`src/design/srle_pkg.sv`:
```
package srle_pkg;

	localparam int POS_W = 13;
	localparam logic [POS_W-1:0] LINE_LEN_MAX = 13'd4096;
	localparam int WORD_DEPTH = 8;
	localparam int QDEPTH = 4;
	localparam int QAW = 2;

	// region kinds
	localparam logic [2:0] KIND_KEYWORD = 3'd0;
	localparam logic [2:0] KIND_TYPE    = 3'd1;
	localparam logic [2:0] KIND_COMMENT = 3'd2;
	localparam logic [2:0] KIND_STRING  = 3'd3;
	localparam logic [2:0] KIND_NUMBER  = 3'd4;
	localparam logic [2:0] KIND_PREPROC = 3'd5;
	localparam logic [2:0] KIND_MARKER  = 3'd6;

	// word match classes
	localparam logic [1:0] WC_NONE = 2'd0;
	localparam logic [1:0] WC_KW   = 2'd1;
	localparam logic [1:0] WC_TYPE = 2'd2;

	typedef logic [WORD_DEPTH-1:0][7:0] word_t;

	typedef struct packed {
		logic [POS_W-1:0] start;
		logic [POS_W-1:0] stop;
		logic [2:0]       kind;
		logic [7:0]       count;
	} region_t;

	typedef struct packed {
		logic [1:0] num;
		region_t    r1;
		region_t    r0;
	} bundle_t;

	localparam word_t KW_TAB [19] = '{
		{"break", 24'h0}, {"case", 32'h0}, {"continue"}, {"default", 8'h0},
		{"do", 48'h0}, {"else", 32'h0}, {"extern", 16'h0}, {"for", 40'h0},
		{"goto", 32'h0}, {"if", 48'h0}, {"inline", 16'h0}, {"register"},
		{"return", 16'h0}, {"sizeof", 16'h0}, {"static", 16'h0},
		{"switch", 16'h0}, {"typedef", 8'h0}, {"volatile"}, {"while", 24'h0}
	};

	localparam word_t TYPE_TAB [14] = '{
		{"auto", 32'h0}, {"char", 32'h0}, {"const", 24'h0}, {"double", 16'h0},
		{"enum", 32'h0}, {"float", 24'h0}, {"int", 40'h0}, {"long", 32'h0},
		{"short", 24'h0}, {"signed", 16'h0}, {"struct", 16'h0}, {"union", 24'h0},
		{"unsigned"}, {"void", 32'h0}
	};

	// parallel compare against both word sets, chars left-justified, zero padded
	function automatic logic [1:0] word_class(input word_t w);
		logic [1:0] r;
		r = WC_NONE;
		for (int i = 0; i < 14; i++) begin
			if (w == TYPE_TAB[i]) r = WC_TYPE;
		end
		for (int i = 0; i < 19; i++) begin
			if (w == KW_TAB[i]) r = WC_KW;
		end
		return r;
	endfunction

endpackage

```
`src/design/srle_front.sv`:
```
module srle_front (
	input  logic                    clk,
	input  logic                    arst_n,
	input  logic                    in_valid,
	input  logic                    q_full,
	input  logic [20:0]             code_point,
	input  logic                    line_end,
	input  logic                    cfg_write,
	input  logic [7:0]              cfg_data,
	output logic                    push,
	output srle_pkg::bundle_t       push_data
);

	typedef enum logic [6:0] {
		M_IDLE    = 7'b0000001,
		M_IDENT   = 7'b0000010,
		M_NUMBER  = 7'b0000100,
		M_STRING  = 7'b0001000,
		M_BLOCK   = 7'b0010000,
		M_LINECOM = 7'b0100000,
		M_PREPROC = 7'b1000000
	} mode_t;

	typedef enum logic [6:0] {
		P_ZERO    = 7'b0000001,
		P_INT     = 7'b0000010,
		P_FRAC    = 7'b0000100,
		P_EXPSIGN = 7'b0001000,
		P_EXP     = 7'b0010000,
		P_HEX     = 7'b0100000,
		P_SUFFIX  = 7'b1000000
	} phase_t;

	typedef enum logic [2:0] {
		LA_NONE  = 3'b001,
		LA_SLASH = 3'b010,
		LA_DOT   = 3'b100
	} la_t;

	localparam int PW = srle_pkg::POS_W;

	mode_t             mode_q, mode_d;
	phase_t            phase_q, phase_d, ph_eff, phase_n;
	la_t               la_q, la_d;
	logic [PW-1:0]     lpos_q, lpos_d, tstart_q, tstart_d, pos1;
	logic              qsingle_q, qsingle_d, esc_q, esc_d, star_q, star_d;
	srle_pkg::word_t   word_q, word_d;
	logic [3:0]        wlen_q, wlen_d;
	logic              wlong_q, wlong_d;
	logic [7:0]        rcount_q, cnt;
	logic              atstart_q, atstart_d, done_q, done_d;
	logic [7:0]        max_q;
	logic              accept, go, take, emitted;
	logic [1:0]        hit;
	logic [20:0]       cf;
	logic              is_dig, is_alp, is_idc, is_xd;
	srle_pkg::region_t reg0, marker;
	srle_pkg::bundle_t bnd;

	assign accept = in_valid && !q_full;
	assign cf = code_point | 21'h20;
	assign is_dig = code_point inside {[21'h30:21'h39]};
	assign is_alp = (code_point inside {[21'h41:21'h5A]}) || (code_point inside {[21'h61:21'h7A]});
	assign is_idc = is_alp || is_dig || (code_point == 21'h5F);
	assign is_xd = is_dig || (cf inside {[21'h61:21'h66]});
	assign hit = srle_pkg::word_class(word_q);
	assign pos1 = (lpos_q < srle_pkg::LINE_LEN_MAX) ? lpos_q + 1'b1 : lpos_q;

	// number continuation
	always_comb begin
		take = 1'b0;
		phase_d = phase_q;
		ph_eff = (phase_q == P_ZERO) ? P_INT : phase_q;
		if (phase_q == P_ZERO && cf == 21'h78) begin
			take = 1'b1;
			phase_d = P_HEX;
		end else begin
			case (ph_eff)
				P_INT: begin
					if (is_dig) begin
						take = 1'b1; phase_d = P_INT;
					end else if (code_point == 21'h2E) begin
						take = 1'b1; phase_d = P_FRAC;
					end else if (cf == 21'h65) begin
						take = 1'b1; phase_d = P_EXPSIGN;
					end
				end
				P_FRAC: begin
					if (is_dig) begin
						take = 1'b1;
					end else if (cf == 21'h65) begin
						take = 1'b1; phase_d = P_EXPSIGN;
					end
				end
				P_EXPSIGN: begin
					if (code_point == 21'h2B || code_point == 21'h2D || is_dig) begin
						take = 1'b1; phase_d = P_EXP;
					end
				end
				P_EXP: if (is_dig) take = 1'b1;
				P_HEX: if (is_xd) take = 1'b1;
				default: ;
			endcase
			if (!take && (cf == 21'h75 || cf == 21'h6C || cf == 21'h66)) begin
				take = 1'b1;
				phase_d = P_SUFFIX;
			end
		end
	end

	// per-character lexing and terminator handling
	always_comb begin
		mode_d = mode_q; la_d = la_q; lpos_d = lpos_q; tstart_d = tstart_q;
		qsingle_d = qsingle_q; esc_d = esc_q; star_d = star_q; word_d = word_q;
		wlen_d = wlen_q; wlong_d = wlong_q; atstart_d = atstart_q; done_d = done_q;
		cnt = rcount_q; go = 1'b0; emitted = 1'b0; reg0 = '0; marker = '0;
		bnd = '0;
		if (!line_end) begin
			lpos_d = pos1;
			if (!done_q) begin
				if (rcount_q >= max_q) begin
					done_d = 1'b1; mode_d = M_IDLE; la_d = LA_NONE;
				end else begin
					case (mode_q)
						M_IDENT: begin
							if (is_idc) begin
								if (wlen_q < 4'(srle_pkg::WORD_DEPTH)) begin
									word_d[3'd7 - wlen_q[2:0]] = {1'b0, code_point[6:0]};
									wlen_d = wlen_q + 4'd1;
								end else begin
									wlong_d = 1'b1;
								end
							end else begin
								if (!wlong_q && wlen_q != 4'd0 && hit != srle_pkg::WC_NONE) begin
									emitted = 1'b1;
									reg0.kind = (hit == srle_pkg::WC_KW) ?
										srle_pkg::KIND_KEYWORD : srle_pkg::KIND_TYPE;
									reg0.start = tstart_q; reg0.stop = lpos_q;
								end
								mode_d = M_IDLE; go = 1'b1;
							end
						end
						M_NUMBER: begin
							if (!take) begin
								emitted = 1'b1; reg0.kind = srle_pkg::KIND_NUMBER;
								reg0.start = tstart_q; reg0.stop = lpos_q;
								mode_d = M_IDLE; go = 1'b1;
							end
						end
						M_STRING: begin
							if (esc_q) begin
								esc_d = 1'b0;
							end else if (code_point == 21'h5C) begin
								esc_d = 1'b1;
							end else if (code_point == (qsingle_q ? 21'h27 : 21'h22)) begin
								mode_d = M_IDLE; emitted = 1'b1;
								reg0.kind = srle_pkg::KIND_STRING;
								reg0.start = tstart_q; reg0.stop = pos1;
							end
						end
						M_BLOCK: begin
							if (star_q && code_point == 21'h2F) begin
								mode_d = M_IDLE; emitted = 1'b1;
								reg0.kind = srle_pkg::KIND_COMMENT;
								reg0.start = tstart_q; reg0.stop = pos1;
							end else begin
								star_d = (code_point == 21'h2A);
							end
						end
						M_LINECOM, M_PREPROC: ;
						default: begin
							mode_d = M_IDLE; go = 1'b1;
						end
					endcase
					// start of a new token
					if (go) begin
						la_d = LA_NONE;
						if (la_q == LA_SLASH && code_point == 21'h2F) begin
							mode_d = M_LINECOM;
						end else if (la_q == LA_SLASH && code_point == 21'h2A) begin
							mode_d = M_BLOCK; star_d = 1'b0;
						end else if (la_q == LA_DOT && is_dig) begin
							mode_d = M_NUMBER;
						end else if (code_point == 21'h20 || code_point == 21'h09) begin
						end else if (code_point == 21'h23 && atstart_q) begin
							mode_d = M_PREPROC; tstart_d = lpos_q;
						end else begin
							atstart_d = 1'b0;
							if (code_point == 21'h2F) begin
								la_d = LA_SLASH; tstart_d = lpos_q;
							end else if (code_point == 21'h22 || code_point == 21'h27) begin
								mode_d = M_STRING; tstart_d = lpos_q;
								qsingle_d = (code_point == 21'h27); esc_d = 1'b0;
							end else if (is_dig) begin
								mode_d = M_NUMBER; tstart_d = lpos_q;
							end else if (code_point == 21'h2E) begin
								la_d = LA_DOT; tstart_d = lpos_q;
							end else if (is_alp || code_point == 21'h5F) begin
								mode_d = M_IDENT; tstart_d = lpos_q;
								wlen_d = 4'd1; wlong_d = 1'b0;
								word_d = '0;
								word_d[7] = {1'b0, code_point[6:0]};
							end
						end
					end
				end
			end
			if (emitted) begin
				cnt = rcount_q + 8'd1;
				reg0.count = cnt;
			end
			bnd.num = {1'b0, emitted};
			bnd.r0 = reg0;
		end else begin
			if (!done_q && rcount_q < max_q) begin
				reg0.start = tstart_q; reg0.stop = lpos_q;
				case (mode_q)
					M_IDENT: begin
						if (!wlong_q && wlen_q != 4'd0 && hit != srle_pkg::WC_NONE) begin
							emitted = 1'b1;
							reg0.kind = (hit == srle_pkg::WC_KW) ?
								srle_pkg::KIND_KEYWORD : srle_pkg::KIND_TYPE;
						end
					end
					M_NUMBER: begin
						emitted = 1'b1; reg0.kind = srle_pkg::KIND_NUMBER;
					end
					M_STRING: begin
						emitted = 1'b1; reg0.kind = srle_pkg::KIND_STRING;
					end
					M_BLOCK, M_LINECOM: begin
						emitted = 1'b1; reg0.kind = srle_pkg::KIND_COMMENT;
					end
					M_PREPROC: begin
						emitted = 1'b1; reg0.kind = srle_pkg::KIND_PREPROC;
					end
					default: ;
				endcase
			end
			if (emitted) begin
				cnt = rcount_q + 8'd1;
				reg0.count = cnt;
			end
			marker.start = '0; marker.stop = lpos_q;
			marker.kind = srle_pkg::KIND_MARKER; marker.count = cnt;
			if (emitted) begin
				bnd.num = 2'd2; bnd.r0 = reg0; bnd.r1 = marker;
			end else begin
				bnd.num = 2'd1; bnd.r0 = marker;
			end
			// ready for the next line
			mode_d = M_IDLE; la_d = LA_NONE; lpos_d = '0; tstart_d = '0;
			qsingle_d = 1'b0; esc_d = 1'b0; star_d = 1'b0; wlen_d = 4'd0;
			wlong_d = 1'b0; cnt = 8'd0; atstart_d = 1'b1; done_d = 1'b0;
		end
	end

	// number phase: continue, or start afresh (dot followed by digit enters the fraction)
	always_comb begin
		phase_n = phase_q;
		if (line_end) begin
			phase_n = P_ZERO;
		end else if (!done_q && rcount_q < max_q) begin
			if (mode_q == M_NUMBER && take) begin
				phase_n = phase_d;
			end else if (go && mode_d == M_NUMBER) begin
				if (la_q == LA_DOT) phase_n = P_FRAC;
				else phase_n = (code_point == 21'h30) ? P_ZERO : P_INT;
			end
		end
	end

	assign push = accept && (bnd.num != 2'd0);
	assign push_data = bnd;

	// lexer state
	always_ff @(posedge clk or negedge arst_n) begin
		if (!arst_n) begin
			mode_q <= M_IDLE; phase_q <= P_ZERO; la_q <= LA_NONE;
			lpos_q <= '0; tstart_q <= '0; qsingle_q <= 1'b0; esc_q <= 1'b0;
			star_q <= 1'b0; wlen_q <= 4'd0; wlong_q <= 1'b0; rcount_q <= 8'd0;
			atstart_q <= 1'b1; done_q <= 1'b0;
		end else if (accept) begin
			mode_q <= mode_d; phase_q <= phase_n; la_q <= la_d;
			lpos_q <= lpos_d; tstart_q <= tstart_d; qsingle_q <= qsingle_d;
			esc_q <= esc_d; star_q <= star_d; wlen_q <= wlen_d; wlong_q <= wlong_d;
			rcount_q <= cnt; atstart_q <= atstart_d; done_q <= done_d;
		end
	end

	// word buffer
	always_ff @(posedge clk) begin
		if (accept) word_q <= word_d;
	end

	// region limit register
	always_ff @(posedge clk or negedge arst_n) begin
		if (!arst_n) begin
			max_q <= 8'd64;
		end else if (cfg_write) begin
			max_q <= cfg_data;
		end
	end

endmodule

```
`src/design/srle_fifo.sv`:
```
module srle_fifo (
	input  logic              clk,
	input  logic              arst_n,
	input  logic              push,
	input  srle_pkg::bundle_t push_data,
	input  logic              pop,
	output srle_pkg::bundle_t head,
	output logic              full,
	output logic              empty
);

	srle_pkg::bundle_t         mem_q [srle_pkg::QDEPTH];
	logic [srle_pkg::QAW-1:0]  wptr_q, rptr_q;
	logic [srle_pkg::QAW:0]    count_q;

	assign full = (count_q == (srle_pkg::QAW+1)'(srle_pkg::QDEPTH));
	assign empty = (count_q == '0);
	assign head = mem_q[rptr_q];

	// storage
	always_ff @(posedge clk) begin
		if (push) mem_q[wptr_q] <= push_data;
	end

	// pointers and fill level
	always_ff @(posedge clk or negedge arst_n) begin
		if (!arst_n) begin
			wptr_q <= '0; rptr_q <= '0; count_q <= '0;
		end else begin
			if (push) wptr_q <= wptr_q + 1'b1;
			if (pop) rptr_q <= rptr_q + 1'b1;
			count_q <= count_q + (srle_pkg::QAW+1)'(push) - (srle_pkg::QAW+1)'(pop);
		end
	end

endmodule

```
`src/design/srle_emit.sv`:
```
module srle_emit (
	input  logic              clk,
	input  logic              arst_n,
	input  srle_pkg::bundle_t head,
	input  logic              empty,
	output logic              pop,
	output logic              out_valid,
	input  logic              out_stall,
	output logic [12:0]       region_start,
	output logic [12:0]       region_end,
	output logic [2:0]        region_kind,
	output logic [7:0]        region_count,
	output logic              last
);

	logic              ov_q, sel_q, load, is_last;
	srle_pkg::region_t cur, out_q;
	logic              last_q;

	assign cur = sel_q ? head.r1 : head.r0;
	assign is_last = sel_q || (head.num == 2'd1);
	assign load = !empty && (!ov_q || !out_stall);
	assign pop = load && is_last;

	// result selection and hand-off
	always_ff @(posedge clk or negedge arst_n) begin
		if (!arst_n) begin
			ov_q <= 1'b0; sel_q <= 1'b0;
		end else begin
			if (load) begin
				ov_q <= 1'b1;
				sel_q <= !is_last;
			end else if (!out_stall) begin
				ov_q <= 1'b0;
			end
		end
	end

	always_ff @(posedge clk) begin
		if (load) begin
			out_q <= cur;
			last_q <= is_last;
		end
	end

	assign out_valid = ov_q;
	assign region_start = out_q.start;
	assign region_end = out_q.stop;
	assign region_kind = out_q.kind;
	assign region_count = out_q.count;
	assign last = last_q;

endmodule

```
`src/design/c_syntax_region_lexer_core.sv`:
```
// path: a result is written into the result queue by the lexer, then registered in the output stage
// throughput: one character per cycle while in_stall is low; a line terminator with an open region
// yields two results, absorbed by the four-entry result queue between lexer and output stage
// reset: arst_n clears lexer state to line start, empties the queue, max_regions to 64
module c_syntax_region_lexer_core (
	input  logic        clk,
	input  logic        arst_n,
	input  logic        in_valid,
	output logic        in_stall,
	input  logic [20:0] code_point,
	input  logic        line_end,
	input  logic        cfg_write,
	input  logic [7:0]  cfg_data,
	output logic        out_valid,
	input  logic        out_stall,
	output logic [12:0] region_start,
	output logic [12:0] region_end,
	output logic [2:0]  region_kind,
	output logic [7:0]  region_count,
	output logic        last
);

	logic              push, pop, full, empty;
	srle_pkg::bundle_t push_data, head;

	assign in_stall = full;

	// lexer front end
	srle_front u_front (
		.clk, .arst_n, .in_valid, .q_full(full), .code_point, .line_end,
		.cfg_write, .cfg_data, .push, .push_data
	);

	// result queue
	srle_fifo u_fifo (
		.clk, .arst_n, .push, .push_data, .pop, .head, .full, .empty
	);

	// output stage
	srle_emit u_emit (
		.clk, .arst_n, .head, .empty, .pop, .out_valid, .out_stall,
		.region_start, .region_end, .region_kind, .region_count, .last
	);

endmodule

```
`config.mk`:
```
export PLATFORM = sky130hd
export DESIGN_NAME = c_syntax_region_lexer_core
export DESIGN_NICKNAME = d
export VERILOG_FILES = /design/src/design/srle_pkg.sv /design/src/design/srle_front.sv /design/src/design/srle_fifo.sv /design/src/design/srle_emit.sv /design/src/design/c_syntax_region_lexer_core.sv
export SDC_FILE = /design/constraint.sdc
export NUM_CORES = 1
export LEC_CHECK = 0
export BUFFER_PORTS_ARGS = -buffer_cell sky130_fd_sc_hd__buf_2
export CAP_MARGIN = 40
export CORE_ASPECT_RATIO = 1.1
export CORE_MARGIN = 8
export CORE_UTILIZATION = 45
export DETAILED_ROUTE_END_ITERATION = 8
export GPL_TIMING_DRIVEN = 0
export PLACE_DENSITY = 0.68
export SYNTH_ARGS = -nofsm -noshare
export SYNTH_HDL_FRONTEND = slang
export SYNTH_SLANG_ARGS = --single-unit
export TNS_END_PERCENT = 20
```
`constraint.sdc`:
```
create_clock -name clk -period 5.5 [get_ports clk]
set_input_delay 1.375 -clock clk [delete_from_list [all_inputs] [get_ports clk]]
set_output_delay 1.375 -clock clk [all_outputs]
set_load 0.005 [all_outputs]
```
==> flow_results.org, run 1 <==
** Status
- Status :: finished, final reports clean

** CTS
- TritonCTS clock tree :: built
- Clock Pin Slew Worst Setup and Hold Paths :: approximately 0.060 ns
- In this run the clock root is driven by a clkbuf_16.
- Hold-fix buffer count after cts :: 0
- Clock insertion delay at the later pin of the skew report :: 0.60 ns
- Clk buf depth :: 3
- Max H-tree Level :: 2
- The number of clock buffers added by TritonCTS is 45.
- Clock Sinks :: 420

** STA
- Setup violations remaining at the end of the flow were counted as 0.
- Between clock sinks in the finished design, the worst skew comes to ~0.028 ns.
- Slew HR :: roughly 35%
- Counting I/O delays and the setup requirement, the final critical path takes 5.40 ns.
- Derived from the worst setup path, the maximum achievable clock frequency is roughly 190 MHz.
- Post-route worst setup slack :: ~0.096 ns
- Unrepaired setup endpoints after global routing :: true
- The number of slew-limit violations in the final report is 0.
- Final sum of negative setup slack :: 0 ns
- Actual transition at the worst max-transition pin :: between 0.9 and 1 ns
- Total count of hold-check failures in the final report :: 0
- Fin crit share :: roughly 98%

** Synth
- Fraction of synthesized cell area in xor and xnor cells :: less than 1%
- The synthesized netlist devotes roughly 8.3% of its cell area to compound gates.
- The netlist uses a little under 90 different library cells.
- Post-Syn Area :: 22000 µm²
- Ys flop type :: edfxtp_1
- Count of flip-flops with a built-in enable after synthesis :: between 300 and 400
- #FFs+latches synth :: between 400 and 500
- Most instantiated library cell after synthesis :: edfxtp_1
- After Yosys synthesis, and, or, nand and nor cells account for 20.2% of the synthesized area.
- Multiplexer share of the synthesized area :: between 10% and 20%
- Syn_area_per_cell :: roughly 12 µm²
- After Yosys synthesis, full adders, half adders and majority gates account for ~1.2% of the synthesized area.
- After synthesis, the largest family of logic cells by area is simple AND/OR/NAND/NOR gates.
- Yosys synthesis warning count :: 0
- Library cell occupying the most area in the post-synthesis netlist :: edfxtp_1
- Proportion of synthesized chip area in sequential cells :: 55.5%
- Most common library cells after synthesis :: edfxtp_1 (342), nor2_1 (184), nand2_1 (125), clkbuf_1 (105), nand4_1 (77)
- Cell types occupying the most area after synthesis :: edfxtp_1 (47%), dfrtp_1 (8.3%), mux4_2 (6.1%)
- Counting flops with an async set or reset pin after synthesis yields a share of 18.6%.
- Fraction of synthesized cell area taken by the top area cell type :: 46.6%
- Synthesis handed over a netlist of between 1500 and 2000 instances.
- Synthesis produced a netlist with a net count of 1925.

** GRT
- The number of global-route vias before repair is between 15000 and 20000.
- The total overflow left after global routing is 0.
- Across every metal layer, demand over resource in global routing totals a little under a quarter.
- The first global-routing pass estimated 102 mm of wire.
- Pin count of the biggest net entering global routing :: 58
- Initial antenna violation count :: 0

** Detailed routing
- Drc violations :: 0
- Summing over every cut layer, the via total after detailed routing is around 17000.
- In this run, the number of DRC markers left after iteration 0 of detailed routing was ~1600.
- Average vias per placed instance :: between 6 and 7
- Routed wire length :: 67.6 mm
- In the final routed layout, each cell accounts on average for roughly 25 µm.
- DR pass1 iterations :: 6
- Number of routed nets with antenna violations :: 0

** Place
- Placement Setup Slack :: -0.649 ns
- The congestion estimate from routability-driven global placement came to ~0.96.
- Port buffering added 72 buffers.
- Cells after DPL :: between 2000 and 3000
- Post-DP HPWL :: 49.1 mm

** Cells and area
- Area used by sequential logic in the layout :: 12200 µm²
- Nets@finish :: 2076
- Multi-input gate area :: between 9000 and 10000 µm²
- Final standard cell count with taps included and fillers excluded :: between 2000 and 3000
- Ant. Diodes :: 0
- Fraction of layout instances using a drive strength above 1 :: ~17%
- Layout area overhead :: 14.6%
- Counting the fill cells in the layout gives about 4200.

** Worst setup path
- Critical path start-end classification :: register to register
- CP arrival :: just under 6 ns
- FF-to-FF setup slack :: 0.1 ns
- For the worst flop-to-flop path, the logic depth is 17.
- Of all nets on the critical path, the largest fanout is 10.
- Sort of element at the end of the critical path :: register
- STA classifies the critical path startpoint as a register.
- Required time at the worst-slack endpoint :: between 5 and 6 ns
- In this run the critical register-to-register path is captured at u_fifo.count_q[2]$_DFF_PN0_.
- Source of the worst register-to-register timing path :: u_front.word_q[41]$_DFFE_PP_

** Floorplanning
- Width of the chip :: 227 µm
- Effective utilization at floorplan :: ~45%
- I/O pin count :: 75
- After floorplanning, the core was sized to cover 48600 µm².
- Die Outline Area :: 56300 µm²
- Row generation in the floorplan step produced 85 rows.
- Die extent in y :: between 200 and 250 µm

** Min path
- Class of the tightest hold or removal check :: register to register
- Hold Path Depth :: 1
- For hold timing, the worst endpoint is u_fifo.count_q[2]$_DFF_PN0_.
- The worst hold path begins at u_fifo.count_q[2]$_DFF_PN0_.

** Power
- In this run the static leakage power is 8.59 nW.
- Largest vdd supply drop :: 0.000264 V
- Power density cells :: between 400 and 500 nW/µm²

** Job
- Count of max-cap constraint violations :: 0
-- sequential cells by signal, indices dropped and copies added, names as in the netlist, 2 cells and up --
signal and flops:
u_emit.region_count 8, u_emit.region_end 13, u_emit.region_kind 3, u_emit.region_start 13, u_fifo.count_q 3, u_fifo.mem_q 240
u_fifo.rptr_q 2, u_fifo.wptr_q 2, u_front.la_q 3, u_front.lpos_q 13, u_front.max_q 8, u_front.mode_q 7
u_front.phase_q 7, u_front.rcount_q 8, u_front.tstart_q 13, u_front.wlen_q 4, u_front.word_q 64
-- critical path, stage by stage, from the launching register on --
cell	delay (ns)
edfxtp_1	0.40
clkbuf_1	0.28
nor4b_1	0.78
nand4_1	0.43
o32ai_1	0.31
a221oi_1	0.16
a31oi_1	0.32
nor4_2	0.13
buf_4	0.19
o41ai_4	0.67
o21ai_4	0.29
ha_1	0.38
inv_1	0.06
ha_1	0.13
inv_1	0.05
fa_1	0.40
xnor2_1	0.15
xnor2_1	0.12
-- cells in the final DEF (no fill, tap or decap), types with 62 or more instances in the layout --
cell / instances
a21oi_1: 62
nor3_1: 62
dfrtp_1: 73
edfxtp_1: 342
nand2_1: 125
nand4_1: 77
clkbuf_1: 112
nor2_1: 180
nand3_1: 63
buf_2: 84
-- worst max path at each step --
stage | startpoint | to | slack (ns) | cells past startpoint
floorplan | code_point[9] | u_fifo.mem_q[0][0]$_DFFE_PP_ | -0.95 | 9
global placement | u_front.word_q[21]$_DFFE_PP_ | u_fifo.mem_q[0][52]$_DFFE_PP_ | -4.30 | 8
detailed placement | code_point[6] | u_fifo.count_q[2]$_DFF_PN0_ | -0.65 | 17
CTS | code_point[6] | u_fifo.count_q[2]$_DFF_PN0_ | 0.07 | 17
global route | code_point[6] | u_fifo.count_q[2]$_DFF_PN0_ | -0.13 | 17
finish | u_front.word_q[41]$_DFFE_PP_ | u_fifo.count_q[2]$_DFF_PN0_ | 0.1 | 17
-- repair_timing --
item / 4_1_cts / 5_1_grt
pin swaps: 0 / 2
cloned: 2 / 1
endpoints found under the setup margin: 109 / 115
resized for setup: 2 / 7
setup buffers: 0 / 4
-- where the power goes --
part	total, mW	switching [mW]	internal (mW)
clock	3.03	1.30	1.73
combinational	2.71	1.54	1.17
sequential	4.35	0.244	4.11
total	10.1	3.09	7.00
-- layer usage --
metal / vias up / track usage (%) / wire, µm
li1: 7560 / - / -
met5: - / 0 / 0
met4: 0 / 9.41 / 2650
met1: 8463 / 30.4 / 27500
met3: 160 / 3.44 / 4370
met2: 749 / 40.5 / 33100
-- final cells by class --
cell class | instances | area share, %
clock buffer | 54 | 4.64
multi-input combinational | 1270 | 36.5
sequential | 420 | 48.5
clock inverter | 29 | 1.21
buffer | 126 | 1.94
tap | 652 | 3.23
timing repair buffer | 102 | 3.19
inverter | 56 | 0.833
-- through the flow --
| step | utilization, % | instance area [µm²] | hold slack [ns] | power, mW |
|---|---|---|---|---|
| after floorplan | - | 22000 | 0.456 | 6.05 |
| after global routing | 51.9 | 25200 | 0.521 | 10.5 |
| after detailed placement | 48.7 | 23700 | 0.481 | 7.11 |
| final | 51.9 | 25200 | 0.489 | 10.1 |
| after CTS | 51.7 | 25200 | 0.489 | 10.2 |
| after global placement | 47.7 | 23200 | 0.467 | 6.92 |
-- cells by family after synthesis --
group / count (synthesis)
fa+ha+maj: 20
xor+xnor: 16
mux: 160
buf+inv: 183
compound gates: 271
flops: 420
simple gates: 800
Power figures use the tool's default switching activity.
==> run 2, diff against run 1 <==
Settings changed: REMOVE_ABC_BUFFERS set to 1, SLEW_MARGIN set to 40.
==> flow_results.org, run 2 (synthesis gave the netlist of run 1 again) <==
** STA
- Subtracting the final worst setup slack from the clock period gives ~5.3 ns.
- Fin crit share :: 96.7%
- Unrepaired setup endpoints after global routing :: false
- Headroom to the max-slew limit came out at around two fifths.
- The final number of hold-violating endpoints came to 0.
- For the pin with the worst max-slew slack, the measured transition is ~0.9 ns.
- Setup-violating endpoint count in the final report :: 0
- Summed over all failing endpoints, the final setup total negative slack is 0 ns.
- Static timing analysis puts the maximum clock frequency at 188 MHz.
- Worst clock skew :: around 0.025 ns
- Pins over their slew limit :: 0

** GRT
- The initial antenna violation count is 0.
- Global routing used 21.7% of the available tracks across all layers.
- The number of global-route vias before repair is 16226.
- Pin count of the biggest net entering global routing :: 66
- First-pass GRT wire length :: about 95 mm
- Summed over all layers, the global routing overflow is 0.

** Cells and area
- Cells with a size suffix above 1 make up a little under a fifth of the layout.
- Final standard cell count with taps included and fillers excluded :: 2582
- The register with the most flip-flops in the layout has 240 of them.
- 0 antenna diodes ended up in the layout.
- Area used by sequential logic in the layout :: 12200 µm²
- Most common cell after layout, fill and taps aside :: edfxtp_1
- Fill cells in the final layout number around 4100.
- Most flops, register :: u_fifo.mem_q
- In the layout the commonest cells are edfxtp_1 (342), nor2_1 (180), nand2_1 (125), nand4_1 (77), dfrtp_1 (70).
- Layout area overhead :: 14.8%
- The net count of the finished layout is between 1500 and 2000.
- Registers with the highest flip-flop counts :: u_fifo.mem_q: 240 flops, u_front.word_q: 64 flops
- In the final layout, the multi-input gates occupy ~9400 µm².

** Floorplanning
- Die extent in y :: ~250 µm
- Core footprint :: 48600 µm²
- Die Outline Area :: 56300 µm²
- Effective utilization at floorplan :: between 40 and 50%
- Width of the chip :: between 200 and 250 µm
- The initialized floorplan defines 85 standard-cell rows.
- For this design the top-level I/O count stands at 75.

** Detailed routing
- The first detailed-routing pass took 5 iterations.
- Routed WL per cell :: about 24 µm
- For this run, design rule violations remaining after detail routing come to 0.
- Summing over every cut layer, the via total after detailed routing is around 16000.
- Number of routed nets with antenna violations :: 0
- Average vias per placed instance :: ~6.3
- Iter 0 DRT Violations :: between 1500 and 2000
- After detailed routing, the total wire length is 61.6 mm.

** Min path
- Class of the tightest hold or removal check :: register to register

** Power
- Dividing total power by cell area gives a power density of 400 nW/µm².
- IR analysis of the VDD net gives a maximum drop of roughly 0.00026 V.
- Cell leakage power :: ~8.6 nW

** CTS
- Max H-tree Level :: 2
- CTS buffer count :: 43
- CTS Root Cell :: clkbuf_16
- After clock tree synthesis, the clock-pin slew on the worst setup and hold paths is ~0.060 ns.
- TritonCTS built the clock tree.
- The clock net in this run drives a total of 420 sinks.
- After clock tree synthesis, the flow added hold-fix buffers numbering 0.
- At the later pin of the worst-skew pair, clock insertion delay measures between 0.5 and 0.6 ns.
- Clk buf depth :: 3

** Status
- The flow ran to the end, and the final reports show no timing, DRC or antenna violations.

** Worst setup path
- Of all nets on the critical path, the largest fanout is 10.
- Required time at the worst-slack endpoint :: ~6.0 ns
- Critical path start-end classification :: input pin to register
- Data on the critical path arrives at its endpoint at around 5.8 ns.
- CP startpoint kind :: input pin
- The worst setup path is captured at a register.

** Place
- Summed over all nets, the half-perimeter wirelength after detailed placement is between 40 and 50 mm.
- Weighted congestion reported at the end of routability-driven placement :: between 0.9 and 1
- Cells after DPL :: 2502
- The count of buffers added on input and output ports is between 70 and 80.

** Job
- The tool flagged a number of max-cap violations equal to 0.
## run 2: changes by cell type in the layout (fill, tap and decap cells not counted), moves of 6 or more
cell	delta
buf_2	-16
buf_16	+9
clkinv_1	-6
clkbuf_1	-99
buf_1	-12
buf_8	+7
## run 2: power breakdown
part	total, mW	internal (mW)	switching (mW)
clock network	3.16	1.91	1.26
logic	2.41	1.18	1.23
registers	4.54	4.11	0.433
total	10.1	7.19	2.92
## run 2: layout make-up
class	instances	share of cell area (%)
flip-flops and latches	420	48.4
multi-input cells	1267	37.3
clock buffers	58	4.56
repair buffers	108	4.20
well taps	652	3.23
clock inverters	21	1.48
inverters	56	0.846
## run 2: stage by stage
step	utilization, %	setup slack [ns]	instance area [µm²]	hold WS (ns)	power [mW]
detailed placement	48.5	-1.34	23600	0.482	7.02
CTS	51.7	0.000726	25100	0.495	10.2
finish	52.0	0.184	25300	0.500	10.1
floorplan	-	-1.10	21500	0.456	6.02
global route	52.0	0.00264	25300	0.513	10.5
global placement	46.7	-4.69	22700	0.467	6.87
## run 2: layer usage
metal | vias to the layer above | GRT usage [%] | routed length [µm]
met3 | 165 | 3.07 | 3840
met5 | - | 0 | 0
met1 | 8172 | 26.2 | 23800
met2 | 721 | 38.2 | 31500
met4 | 0 | 9.79 | 2430
li1 | 7299 | - | -
## run 2: path summary, 6_finish.rpt
check	end	cells after the start	slack, ns	from
worst max-delay path	u_fifo.count_q[2]$_DFF_PN0_	18	0.18	code_point[9]
max in group asynchronous	u_front.phase_q[0]$_DFFE_PN1P_	2	4.16	arst_n
worst min register to register	u_front.wlong_q$_DFFE_PN0P_	1	0.50	u_front.wlong_q$_DFFE_PN0P_
min in group asynchronous	u_fifo.rptr_q[1]$_DFFE_PN0P_	1	0.67	arst_n
worst min-delay path	u_front.wlong_q$_DFFE_PN0P_	1	0.50	u_front.wlong_q$_DFFE_PN0P_
worst max register to register	u_fifo.count_q[2]$_DFF_PN0_	17	0.21	u_front.word_q[50]$_DFFE_PP_
## run 2: worst max-delay path, stage by stage
cell      delay, ns
buf_2          0.11
nor4_4         0.49
nand4_1        0.37
nor3_1         0.42
nand4_1        0.20
o32ai_4        0.51
o211ai_1       0.24
o41ai_4        0.13
buf_4          0.24
buf_4          0.17
o21ai_4        0.13
ha_1           0.35
inv_1          0.06
ha_1           0.14
inv_1          0.05
fa_1           0.42
xnor2_1        0.22
xnor2_1        0.15
## run 2: timing repair
action                     4_1_cts  5_1_grt
setup buffers                    0        1
setup endpoints to repair      159       77
gates resized for setup         10       18
